==> config.mk <==
export PLATFORM = sky130hd
export DESIGN_NAME = mca_ctrl
export DESIGN_NICKNAME = d
export VERILOG_FILES = /design/src/rtl/mca_pkg.sv /design/src/rtl/mca_ctrl.sv
export SDC_FILE = /design/constraint.sdc
export NUM_CORES = 1
export LEC_CHECK = 0
export BUFFER_PORTS_ARGS = -buffer_cell sky130_fd_sc_hd__buf_2
export CAP_MARGIN = 20
export CORE_AREA = 2 2 39 41
export DETAILED_ROUTE_END_ITERATION = 10
export DIE_AREA = 0 0 41 43
export GPL_TIMING_DRIVEN = 0
export PLACE_DENSITY_LB_ADDON = 0.1
export REMOVE_ABC_BUFFERS = 1
export SETUP_SLACK_MARGIN = 0.05
export SLEW_MARGIN = 10
export SYNTH_ARGS = -nofsm -noshare
export SYNTH_HDL_FRONTEND = slang
export SYNTH_SLANG_ARGS = --single-unit
==> constraint.sdc <==
create_clock -name clk -period 1.64 [get_ports clk]
set_input_delay 0.492 -clock clk [delete_from_list [all_inputs] [get_ports clk]]
set_output_delay 0.492 -clock clk [all_outputs]
set_load 0.02 [all_outputs]
==> src/rtl/mca_pkg.sv <==
// Package for the monotonic clock with alarm: widths, reset values, request codes,
// register indexes and the command and status structs shared by controller and datapath.
// Depends on nothing.
package mca_pkg;

  localparam int CNT_W  = 32;
  localparam int NSPT_W = 30;
  localparam int TPS_W  = 32;
  localparam int Q_W    = 32;
  localparam int RCP_W  = Q_W + 1;
  localparam int PROD_W = NSPT_W + TPS_W;

  typedef logic [CNT_W-1:0] cnt_t;

  localparam logic [63:0] NS_PER_SEC = 64'd1000000000;
  localparam logic [TPS_W-1:0] TPS_RESET = 32'd1000000;
  localparam logic [NSPT_W-1:0] NSPT_RESET = 30'd1000;
  localparam logic [TPS_W-1:0] CNT_MAX = TPS_W'((64'd1 << CNT_W) - 64'd1);
  localparam logic [RCP_W-1:0] NS_RECIP = RCP_W'((64'd1 << PROD_W) / NS_PER_SEC);

  localparam logic [2:0] REQ_TICK = 3'd0;
  localparam logic [2:0] REQ_MONO = 3'd1;
  localparam logic [2:0] REQ_REAL = 3'd2;
  localparam logic [2:0] REQ_SET  = 3'd3;
  localparam logic [2:0] REQ_DL   = 3'd4;

  localparam logic CFG_TPS  = 1'b0;
  localparam logic CFG_NSPT = 1'b1;

  typedef struct packed {
    logic cap;
    logic tick;
    logic mul;
    logic mono;
    logic act;
    logic chk;
    logic mulq;
    logic est;
    logic fix;
    logic load;
    logic fin;
  } cmd_t;

  typedef struct packed {
    logic [2:0] req;
    logic       reload;
    logic       act_chk;
    logic       chk_div;
  } sts_t;

  function automatic cnt_t cap_cnt(input logic [TPS_W-1:0] v);
    cnt_t r;
    r = (v > CNT_MAX) ? cnt_t'(CNT_MAX) : cnt_t'(v);
    return r;
  endfunction

endpackage

==> src/rtl/mca_ctrl.sv <==
// Controller of the monotonic clock with alarm: sequences each item through the datapath
// and owns the input and result handshakes. Depends on mca_pkg.
module mca_ctrl (
  input  logic             clk,
  input  logic             rst_n,
  input  logic             in_valid,
  output logic             in_ready,
  input  logic [2:0]       in_req_type,
  output logic             out_valid,
  input  logic             out_ready,
  input  mca_pkg::sts_t    sts,
  output mca_pkg::cmd_t    cmd
);

  localparam logic [3:0] ST_IDLE = 4'd0;
  localparam logic [3:0] ST_TICK = 4'd1;
  localparam logic [3:0] ST_MUL  = 4'd2;
  localparam logic [3:0] ST_MONO = 4'd3;
  localparam logic [3:0] ST_ACT  = 4'd4;
  localparam logic [3:0] ST_CHK  = 4'd5;
  localparam logic [3:0] ST_MULQ = 4'd6;
  localparam logic [3:0] ST_EST  = 4'd7;
  localparam logic [3:0] ST_LOAD = 4'd8;
  localparam logic [3:0] ST_FIN  = 4'd9;
  localparam logic [3:0] ST_FIX  = 4'd10;

  logic [3:0]      state_r, state_nxt;
  logic            out_valid_r, out_valid_nxt;
  logic            slot_free;

  assign slot_free = !out_valid_r || out_ready;
  assign in_ready  = (state_r == ST_IDLE);
  assign out_valid = out_valid_r;

  always_comb begin
    state_nxt   = state_r;
    cmd         = '0;
    unique case (state_r)
      ST_IDLE: begin
        if (in_valid) begin
          cmd.cap = 1'b1;
          if (in_req_type == mca_pkg::REQ_TICK) begin
            state_nxt = ST_TICK;
          end else if (in_req_type <= mca_pkg::REQ_DL) begin
            state_nxt = ST_MUL;
          end else begin
            state_nxt = ST_FIN;
          end
        end
      end
      ST_TICK: begin
        cmd.tick  = 1'b1;
        state_nxt = sts.reload ? ST_MUL : ST_FIN;
      end
      ST_MUL: begin
        cmd.mul   = 1'b1;
        state_nxt = ST_MONO;
      end
      ST_MONO: begin
        cmd.mono  = 1'b1;
        state_nxt = (sts.req == mca_pkg::REQ_TICK) ? ST_CHK : ST_ACT;
      end
      ST_ACT: begin
        cmd.act   = 1'b1;
        state_nxt = sts.act_chk ? ST_CHK : ST_FIN;
      end
      ST_CHK: begin
        cmd.chk   = 1'b1;
        state_nxt = sts.chk_div ? ST_MULQ : ST_FIN;
      end
      ST_MULQ: begin
        cmd.mulq  = 1'b1;
        state_nxt = ST_EST;
      end
      ST_EST: begin
        cmd.est   = 1'b1;
        state_nxt = ST_FIX;
      end
      ST_FIX: begin
        cmd.fix   = 1'b1;
        state_nxt = ST_LOAD;
      end
      ST_LOAD: begin
        cmd.load  = 1'b1;
        state_nxt = ST_FIN;
      end
      ST_FIN: begin
        if (slot_free) begin
          cmd.fin   = 1'b1;
          state_nxt = ST_IDLE;
        end
      end
      default: begin
        state_nxt = ST_IDLE;
      end
    endcase
  end

  always_comb begin
    out_valid_nxt = out_valid_r;
    if (cmd.fin) begin
      out_valid_nxt = 1'b1;
    end else if (out_ready) begin
      out_valid_nxt = 1'b0;
    end
  end

  always_ff @(posedge clk) begin
    if (!rst_n) begin
      state_r     <= ST_IDLE;
      out_valid_r <= 1'b0;
    end else begin
      state_r     <= state_nxt;
      out_valid_r <= out_valid_nxt;
    end
  end

endmodule

---- After elaboration in Yosys (flattened, before gate mapping) ----
Index checks and enable logic that the tools add are counted.
word-level totals
  bits of input ports ..................... 13
  word-level logic and storage cells ...... 46
  register bits ........................... 5
operators by class
  $lt $le $gt $ge ......................... 1
  eq/ne operators ......................... 12
  reduce and logical (&&, ||, !) cells .... 7
  muxes and demuxes ....................... 24
operators by type and width
  cell                                                             count
  4-bit one-hot mux with 11 select lines                           1
  4-bit 2-to-1 mux                                                 7
  4-bit by 3-bit == test with 1-bit output, second input constant  4
  1-bit 2-to-1 mux                                                 16
  4-bit == test, second input constant                             3
  4-bit by 2-bit == test with 1-bit output, second input constant  2
  3-bit logical NOT                                                2
  4-bit by 1-bit == test with 1-bit output, second input constant  1
  4-bit logical NOT                                                1
  2-bit inequality test, second input constant                     2
  3-bit <= comparator, second input constant                       1
  2-bit AND reduction                                              1
  2-bit nonzero test                                               1
  1-bit logical NOT                                                1
  1-bit logical OR                                                 1

---- Logic depth before layout (Yosys ltp) ----
  word-level depth ........................ 5
  mapped depth ............................ 6

---- Worst setup path after synthesis ----
Ideal clock, no wire load.
  path type ............................... reg-to-output
  start point ............................. register state_r[1]
  end point ............................... output port cmd[10] in the netlist's numbering
  slack ................................... -0.210 ns
  stages on the path, launching flop included .. 4
  arrival time ............................ 1.358 ns
  cells stage by stage .................... dfxtp_1 -> clkbuf_1 -> clkbuf_1 -> nor4_1
RTL lines
  item                    line             source
  from (decl)             mca_ctrl.sv:27   logic [3:0] state_r, state_nxt;
  from (signal assigned)  mca_ctrl.sv:113  state_r <= state_nxt;
  to (decl)               mca_ctrl.sv:12   output mca_pkg::cmd_t cmd

==> reports/qor.csv <==
stage,metric,value,unit
outcome,status,"complete, but fails checks",
outcome,violations,negative setup slack,
timing,setup_tns,-0.2720,ns
layout,final_common_cell,buf_4,
hold_path,hold_path.class,primary input to flip-flop,
synth,synth_top_area_share,0.2051,
timing,max_freq,570.0,MHz
placed_design,io_buffers,25,
synth,post_synth.cell_area_avg,6.873,um^2
worst_setup_path,cp.arrival,1.26,ns
layout,drive_above_1_share,0.5963,
timing,whs,0.5154,ns
floorplanning,fp.dieW,41,um
synth,ys_top_cells_by_area,"dfxtp_1, nor2_1, nor3_1, o21ai_0, ha_1",
synth,synth_edf_count,0,
global_route,grtUsageTotal,0.1791,
routing,vias,632,
power,p_leak,0.4034,nW
placed_design,detailed_place_hpwl,852,um
power,internal_power,0.8457,mW
cts,htreeDepth,1,
worst_setup_path,endpoint_kind,primary output,
layout,post-route-util,0.6356,
power,power.density,1741,nW/um^2
timing,finalMaxSlewViolations,0,
power,p_switching,0.6856,mW
synth,netlist_area,488.0,um^2
placed_design,placed_area,586.8,um^2
worst_setup_path,critPathSlowestCell,dfxtp_4,
synth,ys_async_sr_fraction,0,
routing,drc,0,
timing,finalSetupViolations,4,
synth,ys_types,27,
power,power_frac_clock,0.091,
synth,syn_inst,71,
worst_setup_path,cpPeakStageDelay,0.35,ns
floorplanning,die_area,1763,um^2
power,comb_power_share,0.718,
timing,worstMarginPinSlew,0.3448,ns
floorplanning,die_y,43,um
layout,diodes,0,
floorplanning,std_cell_rows,14,
synth,ys_warn_count,0,
placed_design,gp_congestion,0.6604,
cts,cts_buffers,3,
cts,clock-sinks,5,
global_route,antenna_found_initial,0,
routing,wl_per_cell,12.55,um
power,power_switching_share,0.4477,
routing,postRouteAntennaNets,0,
worst_setup_path,crit_fanout,4,
routing,dr.pass1.iters,3,
power,power_frac_seq,0.191,
worst_setup_path,cp_cell_sequence,nand2b_4 > nor3b_4 > nor2b_4 > buf_6,
routing,wl,1569,um
timing,fin_ws,-0.1143,ns
run,drv_cap,0,
cts,ctsHoldBuffers,0,
layout,final_cell_mix,"buf_4, buf_2, nor2_1, o21ai_0, nor3_1",
synth,synth_seq_cells,5,
floorplanning,ios,26,
cts,clkSlewWorstSetupHoldPaths,0.04,ns
floorplanning,coreArea,1384,um^2
worst_setup_path,path_class,flip-flop to primary output,
routing,drtIter0Drc,6,
cts,insertion_delay,0.24,ns
timing,max_slew_margin,0.7669,
layout,final_nets,125,
global_route,grt_pass1_wl,2125,um
layout,syn2layout_area_growth,80.26,%
global_route,first_global_vias,517,
cts,cts-root-buf,clkbuf_4,
worst_setup_path,cp_data_required_time,1.15,ns
global_route,grt_overflow_total,0,
synth,yosysTopAreaCell,dfxtp_1,
timing,hold_violations,0,
layout,fin_area,879.6,um^2
cts,clock_path_buffers,2,
synth,seq_area_frac_synth,0.2051,
global_route,grt_max_degree,19,
timing,final.setup_skew,0.004197,ns
timing,finalCriticalPeriod,1.754,ns
power,peakVddDrop,1.175,mV
synth,synthFlopType,dfxtp_1,
routing,via_per_inst,5.056,
floorplanning,start_util,0.3526,
timing,rsz0062_at_grt,true,
cts,cts_tree,built,
timing,period_share,1.070,
worst_setup_path,cp-start-kind,flip-flop,
power groups by stage:
stage	logic, mW	registers, mW	clock network (mW)
finish	1.10	0.292	0.139
global route	1.18	0.296	0.156
CTS	0.761	0.326	0.143
detailed placement	0.554	0.305	0
global placement	0.553	0.304	0
floorplan	0.411	0.266	0
synth_stat cells, types with 3 or more instances:
cell type and number:
a21oi_1 4, buf_2 4, dfxtp_1 5, inv_1 4, nand2_1 3, nand2b_1 3
nor2_1 9, nor2b_1 3, nor3_1 6, nor3b_1 3, nor4_1 3, o21ai_0 6
registers in the layout, summed over array words and instances, names as in the netlist:
signal and cells:
state_r 4, out_valid 1
kinds of logic after synthesis:
family / after synthesis / synth area share
AOI/OAI and AO/OA: 13 / 0.1539
buffers and inverters: 12 / 0.1256
and+or+nand+nor: 39 / 0.4641
DFF: 5 / 0.2051
adders and majority gates: 2 / 0.05127
area by class of cell:
cell class	count	area, um^2
clock buffers	4	26.28
repair buffers	42	281.5
flip-flops and latches	5	115.1
inverters	4	15.01
multi-input cells	54	421.7
well taps	16	20.02
fillers	135	504.2
critical path: cells and delay by family (launching register included):
family / cells / cell delay [ns]
AND/OR/NAND/NOR: 3 / 0.56
buffers and inverters: 1 / 0.12
flip-flops: 1 / 0.35
metal layers:
layer  global-route usage  vias up  wire length (um)
li1                     -      326                 -
met1               0.2071      288               623
met2               0.2813       16               853
met3              0.04712        2                80
met4               0.1000        0                12
met5                    0        -                 0
what timing repair did:
item	in CTS	in global routing
buffers inserted	8	9
setup endpoints to repair	14	12
cloned	0	0
pin swaps	5	6
gates resized for setup	19	18
per-stage QoR:
step | power (mW) | worst slack (ns) | std cells
6_report | 1.531 | -0.1143 | 125
2_1_floorplan | 0.6768 | -0.1999 | 63
4_1_cts | 1.231 | -0.1123 | 116
3_3_place_gp | 0.8565 | -0.2358 | 104
5_1_grt | 1.635 | -0.1417 | 125
3_5_place_dp | 0.8584 | -0.2128 | 104
path summary, 6_finish.rpt:
kind | startpoint | end | slack [ns] | depth (start not counted)
hold / removal | rst_n | out_valid | 0.52 | 3
setup reg to reg | state_r[2] | state_r[3] | 0.16 | 5
setup / recovery | state_r[2] | cmd[0] | -0.11 | 4
hold reg to reg | state_r[3] | state_r[2] | 0.61 | 2
Power figures use the tool's default switching activity.
